**config.mk**
```make
export PLATFORM = sky130hd
export DESIGN_NAME = plasma_dissolve_pixel_reveal_top
export DESIGN_NICKNAME = d
export VERILOG_FILES = /design/src/rtl/pdr_pkg.sv /design/src/rtl/pdr_plasma_pipe.sv /design/src/rtl/pdr_block_writer.sv /design/src/rtl/plasma_dissolve_pixel_reveal_top.sv
export SDC_FILE = /design/constraint.sdc
export NUM_CORES = 2
export LEC_CHECK = 0
export BUFFER_PORTS_ARGS = -buffer_cell sky130_fd_sc_hd__buf_2
export CAP_MARGIN = 20
export CELL_PAD_IN_SITES_DETAIL_PLACEMENT = 1
export CELL_PAD_IN_SITES_GLOBAL_PLACEMENT = 1
export CORE_MARGIN = 2
export CORE_UTILIZATION = 50
export CTS_CLUSTER_SIZE = 14
export DETAILED_ROUTE_END_ITERATION = 6
export PLACE_DENSITY = 0.88
export SYNTH_ARGS = -nofsm -noshare
export SYNTH_HDL_FRONTEND = slang
export SYNTH_SLANG_ARGS = --single-unit
```
**constraint.sdc**
```tcl
create_clock -name clk -period 9.1 [get_ports clk]
set_input_delay 0.91 -clock clk [delete_from_list [all_inputs] [get_ports clk]]
set_output_delay 0.91 -clock clk [all_outputs]
set_load 0.02 [all_outputs]
```
**src/rtl/pdr_pkg.sv**
```systemverilog
// pdr_pkg: shared types, register indexes, constants and the quarter-wave
// sine table for the plasma dissolve pixel reveal block.
// No dependencies.
`timescale 1ns / 1ps

package pdr_pkg;

    localparam int MAX_SCALE        = 8;
    localparam int SINE_TABLE_DEPTH = 1024;
    localparam int CHROMA_KEY       = 0;

    localparam int IDX_W   = $clog2(SINE_TABLE_DEPTH);
    localparam int QUARTER = SINE_TABLE_DEPTH / 4;
    localparam int QW      = IDX_W - 2;
    localparam int CNT_W   = (MAX_SCALE > 1) ? $clog2(MAX_SCALE) : 1;
    localparam int SCALE_W = 4;
    localparam int DX_W    = 13;
    localparam int CL_W    = DX_W + 1;

    localparam logic [31:0] SEED_MUL   = 32'd2654435761;
    localparam logic [15:0] PH_MUL_X   = 16'd3338;
    localparam logic [15:0] PH_MUL_Y   = 16'd2921;
    localparam logic [15:0] PH_MUL_XY  = 16'd2295;
    localparam logic signed [19:0] PLASMA_BIAS = 20'sd98304;
    localparam logic [11:0] SCREEN_MAX = 12'd2048;

    localparam logic [2:0] REG_SEED          = 3'd0;
    localparam logic [2:0] REG_THRESHOLD     = 3'd1;
    localparam logic [2:0] REG_REVEAL_MODE   = 3'd2;
    localparam logic [2:0] REG_BLOCK_SCALE   = 3'd3;
    localparam logic [2:0] REG_ORIGIN_X      = 3'd4;
    localparam logic [2:0] REG_ORIGIN_Y      = 3'd5;
    localparam logic [2:0] REG_SCREEN_WIDTH  = 3'd6;
    localparam logic [2:0] REG_SCREEN_HEIGHT = 3'd7;

    localparam logic [1:0] REVEAL_NONE     = 2'd0;
    localparam logic [1:0] REVEAL_DISSOLVE = 2'd1;
    localparam logic [1:0] REVEAL_ALL      = 2'd2;

    localparam longint Q30_ONE     = 64'sd1073741824;
    localparam longint HALF_PI_Q30 = 64'sd1686629713;

    typedef logic [14:0] qsin_tab_t [QUARTER];

    typedef struct packed {
        logic [7:0]         p1;
        logic [7:0]         p2;
        logic [7:0]         p3;
        logic [16:0]        threshold;
        logic [1:0]         mode;
        logic [SCALE_W-1:0] scale;
        logic signed [10:0] origin_x;
        logic signed [10:0] origin_y;
        logic [11:0]        width;
        logic [11:0]        height;
    } pdr_cfg_t;

    typedef struct packed {
        logic [7:0] src_x;
        logic [7:0] src_y;
        logic [7:0] col;
        logic [7:0] row;
        logic [7:0] blue;
        logic [7:0] green;
        logic [7:0] red;
    } pdr_pix_t;

    typedef struct packed {
        logic signed [DX_W-1:0] dx0;
        logic signed [DX_W-1:0] dy0;
        logic [CNT_W-1:0]       bx_lo;
        logic [CNT_W-1:0]       bx_hi;
        logic [CNT_W-1:0]       by_lo;
        logic [CNT_W-1:0]       by_hi;
        logic [7:0]             blue;
        logic [7:0]             green;
        logic [7:0]             red;
    } pdr_blk_t;

    // Taylor sine, degree 11, Horner in Q30 with truncating steps
    function automatic longint quarter_sine(longint x);
        longint x2;
        longint t;
        longint s;
        x2 = (x * x) >>> 30;
        t  = Q30_ONE;
        t  = Q30_ONE - ((x2 * t) >>> 30) / 110;
        t  = Q30_ONE - ((x2 * t) >>> 30) / 72;
        t  = Q30_ONE - ((x2 * t) >>> 30) / 42;
        t  = Q30_ONE - ((x2 * t) >>> 30) / 20;
        t  = Q30_ONE - ((x2 * t) >>> 30) / 6;
        s  = (x * t) >>> 30;
        return (s * 32767 + (64'sd1 <<< 29)) >>> 30;
    endfunction

    function automatic qsin_tab_t build_qsin();
        qsin_tab_t tab;
        longint    x;
        for (int m = 0; m < QUARTER; m++)
        begin
            x = (longint'(4 * m) * HALF_PI_Q30) / SINE_TABLE_DEPTH;
            tab[m] = 15'(quarter_sine(x));
        end
        return tab;
    endfunction

    localparam qsin_tab_t   QSIN     = build_qsin();
    localparam logic [14:0] QSIN_TOP = 15'(quarter_sine(HALF_PI_Q30));

    function automatic logic signed [15:0] sine_lookup(logic [IDX_W-1:0] idx);
        logic [1:0]    quad;
        logic [QW-1:0] m;
        logic [QW:0]   mm;
        logic [14:0]   mag;
        quad = idx[IDX_W-1 -: 2];
        m    = idx[QW-1:0];
        mm   = (QW+1)'(QUARTER) - {1'b0, m};
        if (quad[0] && (m == '0))
            mag = QSIN_TOP;
        else if (quad[0])
            mag = QSIN[mm[QW-1:0]];
        else
            mag = QSIN[m];
        return quad[1] ? -$signed({1'b0, mag}) : $signed({1'b0, mag});
    endfunction

endpackage

```
**src/rtl/pdr_plasma_pipe.sv**
```systemverilog
// pdr_plasma_pipe: four-stage pipeline: phases, sine lookup, threshold test
// and block origin, clip ranges. Depends on pdr_pkg.
`timescale 1ns / 1ps

module pdr_plasma_pipe
    import pdr_pkg::*;
(
    input  logic     clk,
    input  logic     rst_n,
    input  pdr_cfg_t cfg,
    input  logic     in_valid,
    output logic     in_ready,
    input  pdr_pix_t in_pix,
    output logic     out_valid,
    input  logic     out_ready,
    output pdr_blk_t out_blk
);

    logic rdy1, rdy2, rdy3, rdy4;
    logic v1_reg, v2_reg, v3_reg, v4_reg;

    // stage 1: phases
    logic [IDX_W-1:0] idx1_reg, idx2_reg, idx3_reg;
    logic             all1_reg;
    logic [7:0]       col1_reg, row1_reg;
    logic [23:0]      rgb1_reg;

    // stage 2: sines
    logic signed [15:0] sin1_reg, sin2_reg, sin3_reg;
    logic               all2_reg;
    logic [7:0]         col2_reg, row2_reg;
    logic [23:0]        rgb2_reg;

    // stage 3: block origin
    logic signed [DX_W-1:0] dx0_reg, dy0_reg;
    logic [23:0]            rgb3_reg;

    pdr_blk_t blk4_reg;

    assign rdy4     = !v4_reg || out_ready;
    assign rdy3     = !v3_reg || rdy4;
    assign rdy2     = !v2_reg || rdy3;
    assign rdy1     = !v1_reg || rdy2;
    assign in_ready = rdy1;

    logic [15:0] ph1, ph2, ph3;
    logic [8:0]  sxy;
    logic        key_hit, mode_on;

    assign sxy     = {1'b0, in_pix.src_x} + {1'b0, in_pix.src_y};
    assign ph1     = ({8'b0, in_pix.src_x} * PH_MUL_X) + {cfg.p1, 8'h00};
    assign ph2     = ({8'b0, in_pix.src_y} * PH_MUL_Y) + {cfg.p2, 8'h00};
    assign ph3     = ({7'b0, sxy} * PH_MUL_XY) + {cfg.p3, 8'h00};
    assign key_hit = ({in_pix.red, in_pix.green, in_pix.blue} == 24'(CHROMA_KEY));
    assign mode_on = (cfg.mode == REVEAL_ALL) || (cfg.mode == REVEAL_DISSOLVE);

    // stage 3 logic
    logic signed [17:0] sin_sum;
    logic signed [19:0] lhs, rhs;
    logic [18:0]        thr3;
    logic               show;
    logic [11:0]        col_mul, row_mul;
    logic signed [DX_W-1:0] dx0_w, dy0_w;

    assign sin_sum = 18'(sin1_reg) + 18'(sin2_reg) + 18'(sin3_reg);
    assign lhs     = 20'(sin_sum) + PLASMA_BIAS;
    assign thr3    = {1'b0, cfg.threshold, 1'b0} + {2'b0, cfg.threshold};
    assign rhs     = $signed({1'b0, thr3});
    assign show    = all2_reg || (lhs <= rhs);
    assign col_mul = {4'b0, col2_reg} * {8'b0, cfg.scale};
    assign row_mul = {4'b0, row2_reg} * {8'b0, cfg.scale};
    assign dx0_w   = {{(DX_W-11){cfg.origin_x[10]}}, cfg.origin_x}
                     + $signed({1'b0, col_mul});
    assign dy0_w   = {{(DX_W-11){cfg.origin_y[10]}}, cfg.origin_y}
                     + $signed({1'b0, row_mul});

    // stage 4 logic: visible block rectangle
    logic signed [CL_W-1:0] ex, ey, smax, lo_x, lo_y, hi_x, hi_y, lim_x, lim_y;
    logic                   ne_x, ne_y;

    assign ex    = CL_W'(dx0_reg);
    assign ey    = CL_W'(dy0_reg);
    assign smax  = $signed(CL_W'({1'b0, cfg.scale})) - CL_W'(1);
    assign lim_x = $signed(CL_W'({1'b0, cfg.width})) - CL_W'(1) - ex;
    assign lim_y = $signed(CL_W'({1'b0, cfg.height})) - CL_W'(1) - ey;
    assign lo_x  = (ex < 0) ? -ex : '0;
    assign lo_y  = (ey < 0) ? -ey : '0;
    assign hi_x  = (lim_x < smax) ? lim_x : smax;
    assign hi_y  = (lim_y < smax) ? lim_y : smax;
    assign ne_x  = (lo_x <= hi_x);
    assign ne_y  = (lo_y <= hi_y);

    always_ff @(posedge clk or negedge rst_n)
    begin
        if (!rst_n)
        begin
            v1_reg <= 1'b0;
            v2_reg <= 1'b0;
            v3_reg <= 1'b0;
            v4_reg <= 1'b0;
        end
        else
        begin
            if (rdy1)
                v1_reg <= in_valid && !key_hit && mode_on;
            if (rdy2)
                v2_reg <= v1_reg;
            if (rdy3)
                v3_reg <= v2_reg && show;
            if (rdy4)
                v4_reg <= v3_reg && ne_x && ne_y;
        end
    end

    always_ff @(posedge clk)
    begin
        if (rdy1)
        begin
            idx1_reg <= ph1[15 -: IDX_W];
            idx2_reg <= ph2[15 -: IDX_W];
            idx3_reg <= ph3[15 -: IDX_W];
            all1_reg <= (cfg.mode == REVEAL_ALL);
            col1_reg <= in_pix.col;
            row1_reg <= in_pix.row;
            rgb1_reg <= {in_pix.red, in_pix.green, in_pix.blue};
        end
        if (rdy2)
        begin
            sin1_reg <= sine_lookup(idx1_reg);
            sin2_reg <= sine_lookup(idx2_reg);
            sin3_reg <= sine_lookup(idx3_reg);
            all2_reg <= all1_reg;
            col2_reg <= col1_reg;
            row2_reg <= row1_reg;
            rgb2_reg <= rgb1_reg;
        end
        if (rdy3)
        begin
            dx0_reg  <= dx0_w;
            dy0_reg  <= dy0_w;
            rgb3_reg <= rgb2_reg;
        end
        if (rdy4)
        begin
            blk4_reg.dx0   <= dx0_reg;
            blk4_reg.dy0   <= dy0_reg;
            blk4_reg.bx_lo <= lo_x[CNT_W-1:0];
            blk4_reg.bx_hi <= hi_x[CNT_W-1:0];
            blk4_reg.by_lo <= lo_y[CNT_W-1:0];
            blk4_reg.by_hi <= hi_y[CNT_W-1:0];
            blk4_reg.red   <= rgb3_reg[23:16];
            blk4_reg.green <= rgb3_reg[15:8];
            blk4_reg.blue  <= rgb3_reg[7:0];
        end
    end

    assign out_valid = v4_reg;
    assign out_blk   = blk4_reg;

endmodule

```
**src/rtl/pdr_block_writer.sv**
```systemverilog
// pdr_block_writer: walks the visible part of one block, one screen write
// per cycle unless stalled, into an output register. Depends on pdr_pkg.
`timescale 1ns / 1ps

module pdr_block_writer
    import pdr_pkg::*;
(
    input  logic        clk,
    input  logic        rst_n,
    input  logic        in_valid,
    output logic        in_ready,
    input  pdr_blk_t    in_blk,
    output logic        m_valid,
    input  logic        m_ready,
    output logic [47:0] m_data,
    output logic        m_last
);

    pdr_blk_t         blk_reg;
    logic             busy_reg, busy_next;
    logic [CNT_W-1:0] bx_reg, by_reg;
    logic             mv_reg;
    logic [10:0]      dest_x_reg, dest_y_reg;
    logic [23:0]      rgb_reg;
    logic             last_reg;

    logic             emit, emit_last, take;
    logic [DX_W-1:0]  dx_w, dy_w;

    assign emit      = busy_reg && (!mv_reg || m_ready);
    assign emit_last = (bx_reg == blk_reg.bx_hi) && (by_reg == blk_reg.by_hi);
    assign in_ready  = !busy_reg || (emit && emit_last);
    assign take      = in_valid && in_ready;
    assign dx_w      = blk_reg.dx0 + DX_W'(bx_reg);
    assign dy_w      = blk_reg.dy0 + DX_W'(by_reg);

    always_comb
    begin
        busy_next = busy_reg;
        if (take)
            busy_next = 1'b1;
        else if (emit && emit_last)
            busy_next = 1'b0;
    end

    always_ff @(posedge clk or negedge rst_n)
    begin
        if (!rst_n)
        begin
            busy_reg <= 1'b0;
            mv_reg   <= 1'b0;
        end
        else
        begin
            busy_reg <= busy_next;
            if (emit)
                mv_reg <= 1'b1;
            else if (m_ready)
                mv_reg <= 1'b0;
        end
    end

    always_ff @(posedge clk)
    begin
        if (take)
        begin
            blk_reg <= in_blk;
            bx_reg  <= in_blk.bx_lo;
            by_reg  <= in_blk.by_lo;
        end
        else if (emit)
        begin
            if (bx_reg == blk_reg.bx_hi)
            begin
                bx_reg <= blk_reg.bx_lo;
                by_reg <= by_reg + 1'b1;
            end
            else
            begin
                bx_reg <= bx_reg + 1'b1;
            end
        end
        if (emit)
        begin
            dest_x_reg <= dx_w[10:0];
            dest_y_reg <= dy_w[10:0];
            rgb_reg    <= {blk_reg.red, blk_reg.green, blk_reg.blue};
            last_reg   <= emit_last;
        end
    end

    assign m_valid = mv_reg;
    assign m_data  = {2'b00, rgb_reg, dest_y_reg, dest_x_reg};
    assign m_last  = last_reg;

endmodule

```
**src/rtl/plasma_dissolve_pixel_reveal_top.sv**
```systemverilog
// Plasma dissolve pixel reveal: top level with configuration registers.
// Depends on pdr_pkg, pdr_plasma_pipe and pdr_block_writer.
//
// s_* carries one source logo pixel per request; m_* carries screen writes.
// The cfg_* port writes one register per cycle while cfg_wr_en is high;
// write only while no pixel is in flight.
// A pixel matching the chroma key, or failing the reveal test, makes no
// write. A shown pixel makes one write per visible screen position of its
// block_scale x block_scale block, rows top to bottom, left to right;
// m_tlast marks the final write of the pixel.
// The first write of a pixel passes through the four pipeline stages,
// the block walker and the output register. Throughput: one write per
// cycle while m_tready is high; the block walker takes the next block as
// it issues the last write of the current one. Reset clears the pipeline
// and loads register defaults (scale 1, screen 720 x 720). When m_tready
// is low the output holds and the pipeline fills, then s_tready drops;
// nothing is lost or repeated.
`timescale 1ns / 1ps

module plasma_dissolve_pixel_reveal_top
    import pdr_pkg::*;
(
    input  logic        clk,
    input  logic        rst_n,
    input  logic        s_tvalid,
    output logic        s_tready,
    // src_x, src_y, block_col, block_row, in_blue, in_green, in_red
    input  logic [55:0] s_tdata,
    output logic        m_tvalid,
    input  logic        m_tready,
    // dest_x[10:0], dest_y[10:0], out_blue, out_green, out_red, zero fill
    output logic [47:0] m_tdata,
    output logic        m_tlast,
    input  logic        cfg_wr_en,
    input  logic [2:0]  cfg_addr,
    input  logic [31:0] cfg_wr_data
);

    logic [23:0]        hash_reg;
    logic [16:0]        threshold_reg;
    logic [1:0]         mode_reg;
    logic [3:0]         scale_reg;
    logic signed [10:0] origin_x_reg, origin_y_reg;
    logic [11:0]        width_reg, height_reg;
    logic [31:0]        seed_hash;

    assign seed_hash = cfg_wr_data * SEED_MUL;

    always_ff @(posedge clk or negedge rst_n)
    begin
        if (!rst_n)
        begin
            hash_reg      <= '0;
            threshold_reg <= '0;
            mode_reg      <= REVEAL_NONE;
            scale_reg     <= 4'd1;
            origin_x_reg  <= '0;
            origin_y_reg  <= '0;
            width_reg     <= 12'd720;
            height_reg    <= 12'd720;
        end
        else if (cfg_wr_en)
        begin
            unique case (cfg_addr)
                REG_SEED:          hash_reg      <= seed_hash[23:0];
                REG_THRESHOLD:     threshold_reg <= cfg_wr_data[16:0];
                REG_REVEAL_MODE:   mode_reg      <= cfg_wr_data[1:0];
                REG_BLOCK_SCALE:   scale_reg     <= cfg_wr_data[3:0];
                REG_ORIGIN_X:      origin_x_reg  <= cfg_wr_data[10:0];
                REG_ORIGIN_Y:      origin_y_reg  <= cfg_wr_data[10:0];
                REG_SCREEN_WIDTH:  width_reg     <= cfg_wr_data[11:0];
                REG_SCREEN_HEIGHT: height_reg    <= cfg_wr_data[11:0];
                default:           ;
            endcase
        end
    end

    pdr_cfg_t cfg;

    always_comb
    begin
        cfg.p1        = hash_reg[7:0];
        cfg.p2        = hash_reg[15:8];
        cfg.p3        = hash_reg[23:16];
        cfg.threshold = threshold_reg;
        cfg.mode      = mode_reg;
        if (scale_reg == 4'd0)
            cfg.scale = 4'd1;
        else if (scale_reg > 4'(MAX_SCALE))
            cfg.scale = 4'(MAX_SCALE);
        else
            cfg.scale = scale_reg;
        cfg.origin_x  = origin_x_reg;
        cfg.origin_y  = origin_y_reg;
        cfg.width     = (width_reg > SCREEN_MAX) ? SCREEN_MAX : width_reg;
        cfg.height    = (height_reg > SCREEN_MAX) ? SCREEN_MAX : height_reg;
    end

    pdr_pix_t pix;

    assign pix.src_x = s_tdata[7:0];
    assign pix.src_y = s_tdata[15:8];
    assign pix.col   = s_tdata[23:16];
    assign pix.row   = s_tdata[31:24];
    assign pix.blue  = s_tdata[39:32];
    assign pix.green = s_tdata[47:40];
    assign pix.red   = s_tdata[55:48];

    logic     blk_valid, blk_ready;
    pdr_blk_t blk;

    pdr_plasma_pipe u_pipe (
        .clk       (clk),
        .rst_n     (rst_n),
        .cfg       (cfg),
        .in_valid  (s_tvalid),
        .in_ready  (s_tready),
        .in_pix    (pix),
        .out_valid (blk_valid),
        .out_ready (blk_ready),
        .out_blk   (blk)
    );

    pdr_block_writer u_writer (
        .clk      (clk),
        .rst_n    (rst_n),
        .in_valid (blk_valid),
        .in_ready (blk_ready),
        .in_blk   (blk),
        .m_valid  (m_tvalid),
        .m_ready  (m_tready),
        .m_data   (m_tdata),
        .m_last   (m_tlast)
    );

endmodule

```
# Yosys cells after proc, flatten, opt, wreduce, memory -nomap -nowiden
# Memories as Yosys holds them, arrays and structs flattened.
# Cells that the tools add are included.
[totals]
regBits = 475
mem_bits_ro = 23040
inputBits = 96
out_inout_bits = 51
memories = 6
[classes]
add_sub_neg = 27
mul = 6
order_cmp = 16
eq_ne = 11
muxes = 42
n_bitwise = 6
reduce_logical = 46
[memory_table]
columns = ["name", "words", "width", "read_ports", "rd_ports_with_merged_regs", "wr", "line", "rtl"]
rows = [
  ["(name not given)", 256, 15, 1, 0, 0, "pdr_pkg.sv:121", "mag = QSIN[mm[QW-1:0]];"],
  ["(name not given)", 256, 15, 1, 0, 0, "pdr_pkg.sv:123", "mag = QSIN[m];"],
  ["(name not given)", 256, 15, 1, 0, 0, "pdr_pkg.sv:121", ""],
  ["(name not given)", 256, 15, 1, 0, 0, "pdr_pkg.sv:123", ""],
  ["(name not given)", 256, 15, 1, 0, 0, "pdr_pkg.sv:121", ""],
  ["(name not given)", 256, 15, 1, 0, 0, "pdr_pkg.sv:123", ""],
]
[ops]
columns = ["cell", "count"]
rows = [
  ["15-bit two-way mux", 24],
  ["14-bit two-way mux", 4],
  ["9-bit greater-or-equal comparator, second input constant", 6],
  ["8-bit NOT with 9-bit output", 6],
  ["16-bit adder", 3],
  ["15-bit negator with 16-bit output", 3],
  ["32-bit by 32-bit multiplier with 24-bit output, second input constant", 1],
  ["14-bit less-or-equal comparator", 2],
  ["14-bit less-than comparator", 2],
  ["14-bit negator", 2],
  ["13-bit by 13-bit subtractor with 14-bit output", 2],
  ["13-bit by 12-bit adder with 13-bit output", 2],
  ["13-bit by 1-bit less-than comparator with 1-bit output, second input constant", 2],
  ["12-bit by 1-bit subtractor with 13-bit output, second input constant", 2],
  ["12-bit greater-than comparator, second input constant", 2],
  ["24-bit logical NOT", 1],
  ["8-bit logical NOT", 3],
  ["8-bit by 4-bit multiplier with 12-bit output", 2],
  ["12-bit two-way mux", 2],
  ["1-bit by 8-bit subtractor with 8-bit output, first input constant", 3],
  ["11-bit by 3-bit adder with 11-bit output", 2],
  ["20-bit less-or-equal comparator", 1],
  ["18-bit by 17-bit adder with 19-bit output", 1],
  ["18-bit by 18-bit adder with 19-bit output, second input constant", 1],
  ["25 further kinds", 75],
]

# Logic depth before layout (Yosys ltp)
[logic_depth]
word_depth = 11
depth_mapped = 37
mapped_depth_nobuf = 36

# Cells and area by module
# Synthesis repeated with hierarchy kept, for this count alone.
[unflattened]
hier_cells = 7462
area_unflattened_um2 = 62341.0
[by_module_without_submodules]
columns = ["module", "instances", "cells_per_inst", "area_per_inst_um2"]
rows = [
  ["pdr_plasma_pipe", 1, 6466, 49896.6],
  ["plasma_dissolve_pixel_reveal_top", 1, 788, 8376.8],
  ["pdr_block_writer", 1, 208, 4067.7],
]

# Worst setup path after synthesis
# OpenSTA, ideal clock, no wires.
[synth_path]
path_type = "reg2reg"
start = "reg width_reg[2]"
end = "reg u_pipe.v4_reg, in the netlist u_pipe.out_valid"
setup_time_ns = 0.114
t_arrival_ns = 7.030
required_time_ns = 8.986
path_slack_ns = 1.956
path_stages_with_launch = 36
path_buffers = 1
period_less_slack_ns = 7.144
cell_sequence = "dfrtp_1 nor4_1 nor2b_1 nand2_1 o21ai_0 nand2_1 xnor2_1 ha_1 a21o_1 a21oi_1 o21ai_0 a21oi_1 nor2b_1 o21a_1 o31a_1 o41ai_1 xnor2_1 ha_1 nand4_1 nor2_1 nor2_1 a21oi_1 mux2i_1 clkbuf_1 mux2i_1 ha_1 nor2b_1 o21a_1 o21a_1 o21a_1 o21a_1 o21ai_0 a21oi_1 o211ai_1 a21oi_1 o31ai_1"
[synth_between]
elab_chain_cells = 9
[synth_rtl]
columns = ["item", "line", "rtl"]
rows = [
  ["start, declared", "plasma_dissolve_pixel_reveal_top.sv:44", "logic [11:0] width_reg, height_reg;"],
  ["start signal, assigned", "plasma_dissolve_pixel_reveal_top.sv:71", "REG_SCREEN_WIDTH: width_reg <= cfg_wr_data[11:0];"],
  ["12-bit greater-than comparator", "plasma_dissolve_pixel_reveal_top.sv:95", "cfg.width = (width_reg > SCREEN_MAX) ? SCREEN_MAX : width_reg;"],
  ["12-bit two-way mux (*)", "plasma_dissolve_pixel_reveal_top.sv:95", ""],
  ["12-bit by 1-bit subtractor with 13-bit output (*)", "pdr_plasma_pipe.sv:84", "assign lim_x = $signed(CL_W'({1'b0, cfg.width})) - CL_W'(1) - ex;"],
  ["13-bit by 13-bit subtractor with 14-bit output (*)", "pdr_plasma_pipe.sv:84", ""],
  ["14-bit less-than comparator", "pdr_plasma_pipe.sv:88", "assign hi_x = (lim_x < smax) ? lim_x : smax;"],
  ["14-bit two-way mux (*)", "pdr_plasma_pipe.sv:88", ""],
  ["14-bit less-or-equal comparator (*)", "pdr_plasma_pipe.sv:90", "assign ne_x = (lo_x <= hi_x);"],
  ["1-bit logical AND (*) (2 in series)", "pdr_plasma_pipe.sv:111", "v4_reg <= v3_reg && ne_x && ne_y;"],
  ["end signal, assigned", "pdr_plasma_pipe.sv:111", ""],
  ["end, declared", "pdr_plasma_pipe.sv:20", "logic v1_reg, v2_reg, v3_reg, v4_reg;"],
]
# Every way passes the cells marked *; elsewhere a longest branch is shown, timed or not.
# A chain may end at the register's enable or synchronous reset.

# Final worst setup path
[layout_path]
start = "reg height_reg[2]"
end = "reg u_pipe.v4_reg, in the netlist u_pipe.out_valid"
[layout_between]
elab_chain_cells = 8
[layout_rtl]
columns = ["item", "line", "rtl"]
rows = [
  ["start, declared", "plasma_dissolve_pixel_reveal_top.sv:44", ""],
  ["start signal, assigned", "plasma_dissolve_pixel_reveal_top.sv:72", "REG_SCREEN_HEIGHT: height_reg <= cfg_wr_data[11:0];"],
  ["12-bit greater-than comparator", "plasma_dissolve_pixel_reveal_top.sv:96", "cfg.height = (height_reg > SCREEN_MAX) ? SCREEN_MAX : height_reg;"],
  ["12-bit two-way mux (*)", "plasma_dissolve_pixel_reveal_top.sv:96", ""],
  ["12-bit by 1-bit subtractor with 13-bit output (*)", "pdr_plasma_pipe.sv:85", "assign lim_y = $signed(CL_W'({1'b0, cfg.height})) - CL_W'(1) - ey;"],
  ["13-bit by 13-bit subtractor with 14-bit output (*)", "pdr_plasma_pipe.sv:85", ""],
  ["14-bit less-than comparator", "pdr_plasma_pipe.sv:89", "assign hi_y = (lim_y < smax) ? lim_y : smax;"],
  ["14-bit two-way mux (*)", "pdr_plasma_pipe.sv:89", ""],
  ["14-bit less-or-equal comparator (*)", "pdr_plasma_pipe.sv:91", "assign ne_y = (lo_y <= hi_y);"],
  ["1-bit logical AND (*)", "pdr_plasma_pipe.sv:111", ""],
]
# Marks and branches as above.

==> results_dict.tcl <==
set metrics [dict create \
    holdWs_ns 0.2259 \
    max_stage_delay_ns 0.50 \
    fillers 14230 \
    clock_path_buffers 3 \
    placed_cells 8611 \
    slew_headroom_pct 4.977 \
    gp_congestion 1.086 \
    finClkSkew_ns 0.05831 \
    period_share_pct 99.28 \
    grt_overflow 0 \
    synth.top_cells.by_area "edfxtp_1, ha_1, fa_1, o21ai_0, a21oi_1" \
    h-tree-depth 2 \
    drive_above_1_share_pct 9.099 \
    clkSinkCount 475 \
    antenna_found_initial 32 \
    cts.reportedPaths.clkPinSlew_ns 0.09 \
    path_class "flip-flop to flip-flop" \
    status "finished with violations" \
    die_x_um 353.7 \
    seq_area_frac_synth_pct 22.54 \
    cts_hold_buf 0 \
    synth.distinct_cells 119 \
    drt_wl_total_mm 318.9 \
    reg2reg_slack_ns 0.07 \
    synth-edff-count 376 \
    cpMaxStageDelayCell "dfrtp_1" \
    cp_num_cells 35 \
    crit_required_ns 9.66 \
    synthFlopType "edfxtp_1" \
    endpoint_kind "flip-flop" \
    hold_viol_final 0 \
    dp_hpwl_mm 209.2 \
    vias 67560 \
    fmax_ghz 0.1107 \
    synthArstFlopShare_pct 20.84 \
    grt_pass1_vias 67530 \
    maxCapViolCount 0 \
    drc 3 \
    die_h_um 353.7 \
    synth_top_area_share_pct 18.47 \
    drt_first_pass_iters 7 \
    ys_ff_latch 475 \
    critPathBufInv 0 \
    drt_iter0_drc 11710 \
    ys_top_cells_by_count "ha_1, nand2_1, inv_1, nor2_1, o21ai_0" \
    synth_cells 7274 \
    critical_path.startpoint_type "flip-flop" \
    area_growth_pct 5.781 \
    synth_most_common_cell "ha_1" \
    worstPathArrival_ns 9.60 \
    cp_common_cell "o21ai_0" \
    grt_util_all_layers_pct 49.18 \
    final_net_count 7952 \
    tightest_slew_ns 1.407 \
    critical-path-top-delay-family "compound AO/OA/AOI/OAI gates" \
    reg2regPathDepth 35 \
    crit_fanout 16 \
    io_buffers 136 \
    rsz0062_at_grt "no" \
    stdcell_count 8733 \
    wl_per_cell_um 36.52 \
    min_path_type "input port to asynchronous set/reset pin" \
    r2r_start "height_reg[2]" \
    yosysWarnings 0 \
    fin_crit_ns 9.035 \
    grt_pass1_wl_mm 464.9 \
    syn_area_per_cell_um2 8.405 \
    yosys.area.top_type "edfxtp_1" \
    place_area_um2 62820 \
    initial_utilization_pct 50.30 \
    largest_reg_flops 58 \
    numCtsBuffers 50 \
    grt_max_degree 120 \
    row_count 128 \
    fin_tns_setup_ns 0 \
    core_um2 121600 \
    via_per_inst 7.737 \
    clk_latency_ns 0.70 \
    drv_slew 0 \
    die_area_um2 125100 \
    final_area_um2 64670 \
    reg2reg_to "u_pipe.out_valid" \
    violations "design-rule violations" \
    io-pin-count 147 \
    cts_tree "done" \
    synth_area_um2 61140 \
    clock-root-buffer "clkbuf_16" \
    setup_viol 0 \
    drtAntennaViolNets 0 \
]
placed cells by master, fill, tap and decap left out, drive strengths merged, types with 199 or more instances in the layout:
| cell type | n |
|---|---|
| edfxtp | 376 |
| buf | 325 |
| inv | 502 |
| fa | 239 |
| ha | 568 |
| nor2 | 491 |
| nor3 | 199 |
| xnor2 | 223 |
| o21ai | 500 |
| nand2 | 548 |
| a21oi | 465 |
per-layer routing:
metal / part of all wire [%] / GRT usage [%] / up-vias
li1: - / - / 26490
met2: 43 / 73.80 / 6342
met5: 0.066 / 0 / -
met3: 13 / 15.81 / 2229
met4: 9.9 / 37.32 / 30
met1: 34 / 58.64 / 32470
worst reg2reg max path, delay by kind of cell (launching register included):
kind | cells | cell delay [ns]
fa+ha+maj | 3 | 1.08
simple gates | 8 | 1.38
xor+xnor | 2 | 0.52
mux | 2 | 0.68
flops | 1 | 0.50
compound gates | 20 | 4.72
how the worst max path moves through the flow:
stage                       start          endpoint  slack [ns]
CTS                  width_reg[2]  u_pipe.out_valid        0.15
floorplan            width_reg[2]  u_pipe.out_valid        1.96
global placement     width_reg[2]  u_pipe.out_valid        1.69
detailed placement   width_reg[2]  u_pipe.out_valid        0.93
global route         width_reg[2]  u_pipe.out_valid        0.08
finish              height_reg[2]  u_pipe.out_valid        0.07
area by class of cell:
cell class / instances / area, µm² / share of cell area [%]
antenna: 19 / 47.55 / 0.07352
clock buffer: 71 / 1380 / 2.134
clock inverter: 21 / 249.0 / 0.3850
inverter: 512 / 1922 / 2.972
multi-input combinational: 5683 / 43040 / 66.55
sequential: 475 / 13780 / 21.31
tap: 1625 / 2033 / 3.144
timing repair buffer: 327 / 2225 / 3.440
stage by stage:
stage | setup WS (ns) | utilization [%]
global placement | 1.694 | 51.68
global route | 0.08138 | 53.18
floorplan | 1.956 | -
detailed placement | 0.9282 | 51.68
CTS | 0.1493 | 53.02
finish | 0.06538 | 53.20
timing repair:
action,CTS,global route
setup endpoints to repair,0,1
resized for setup,0,8
buffers inserted,0,0
logic make-up (layout without fill, tap and decap cells):
family | after synthesis | after routing | synth area share (%)
fa+ha+maj | 807 | 807 | 19.45
compound gates | 2326 | 2326 | 25.94
xor+xnor | 297 | 297 | 4.373
other cells | 2 | 25 | 0.01228
buf+inv | 1120 | 931 | 7.443
flops | 475 | 475 | 22.54
simple gates | 2081 | 2081 | 16.74
mux | 166 | 166 | 3.502
Power is left out: the tool's default activity adds up to more than one toggle a clock period on the data nets, which glitch-free logic cannot reach.
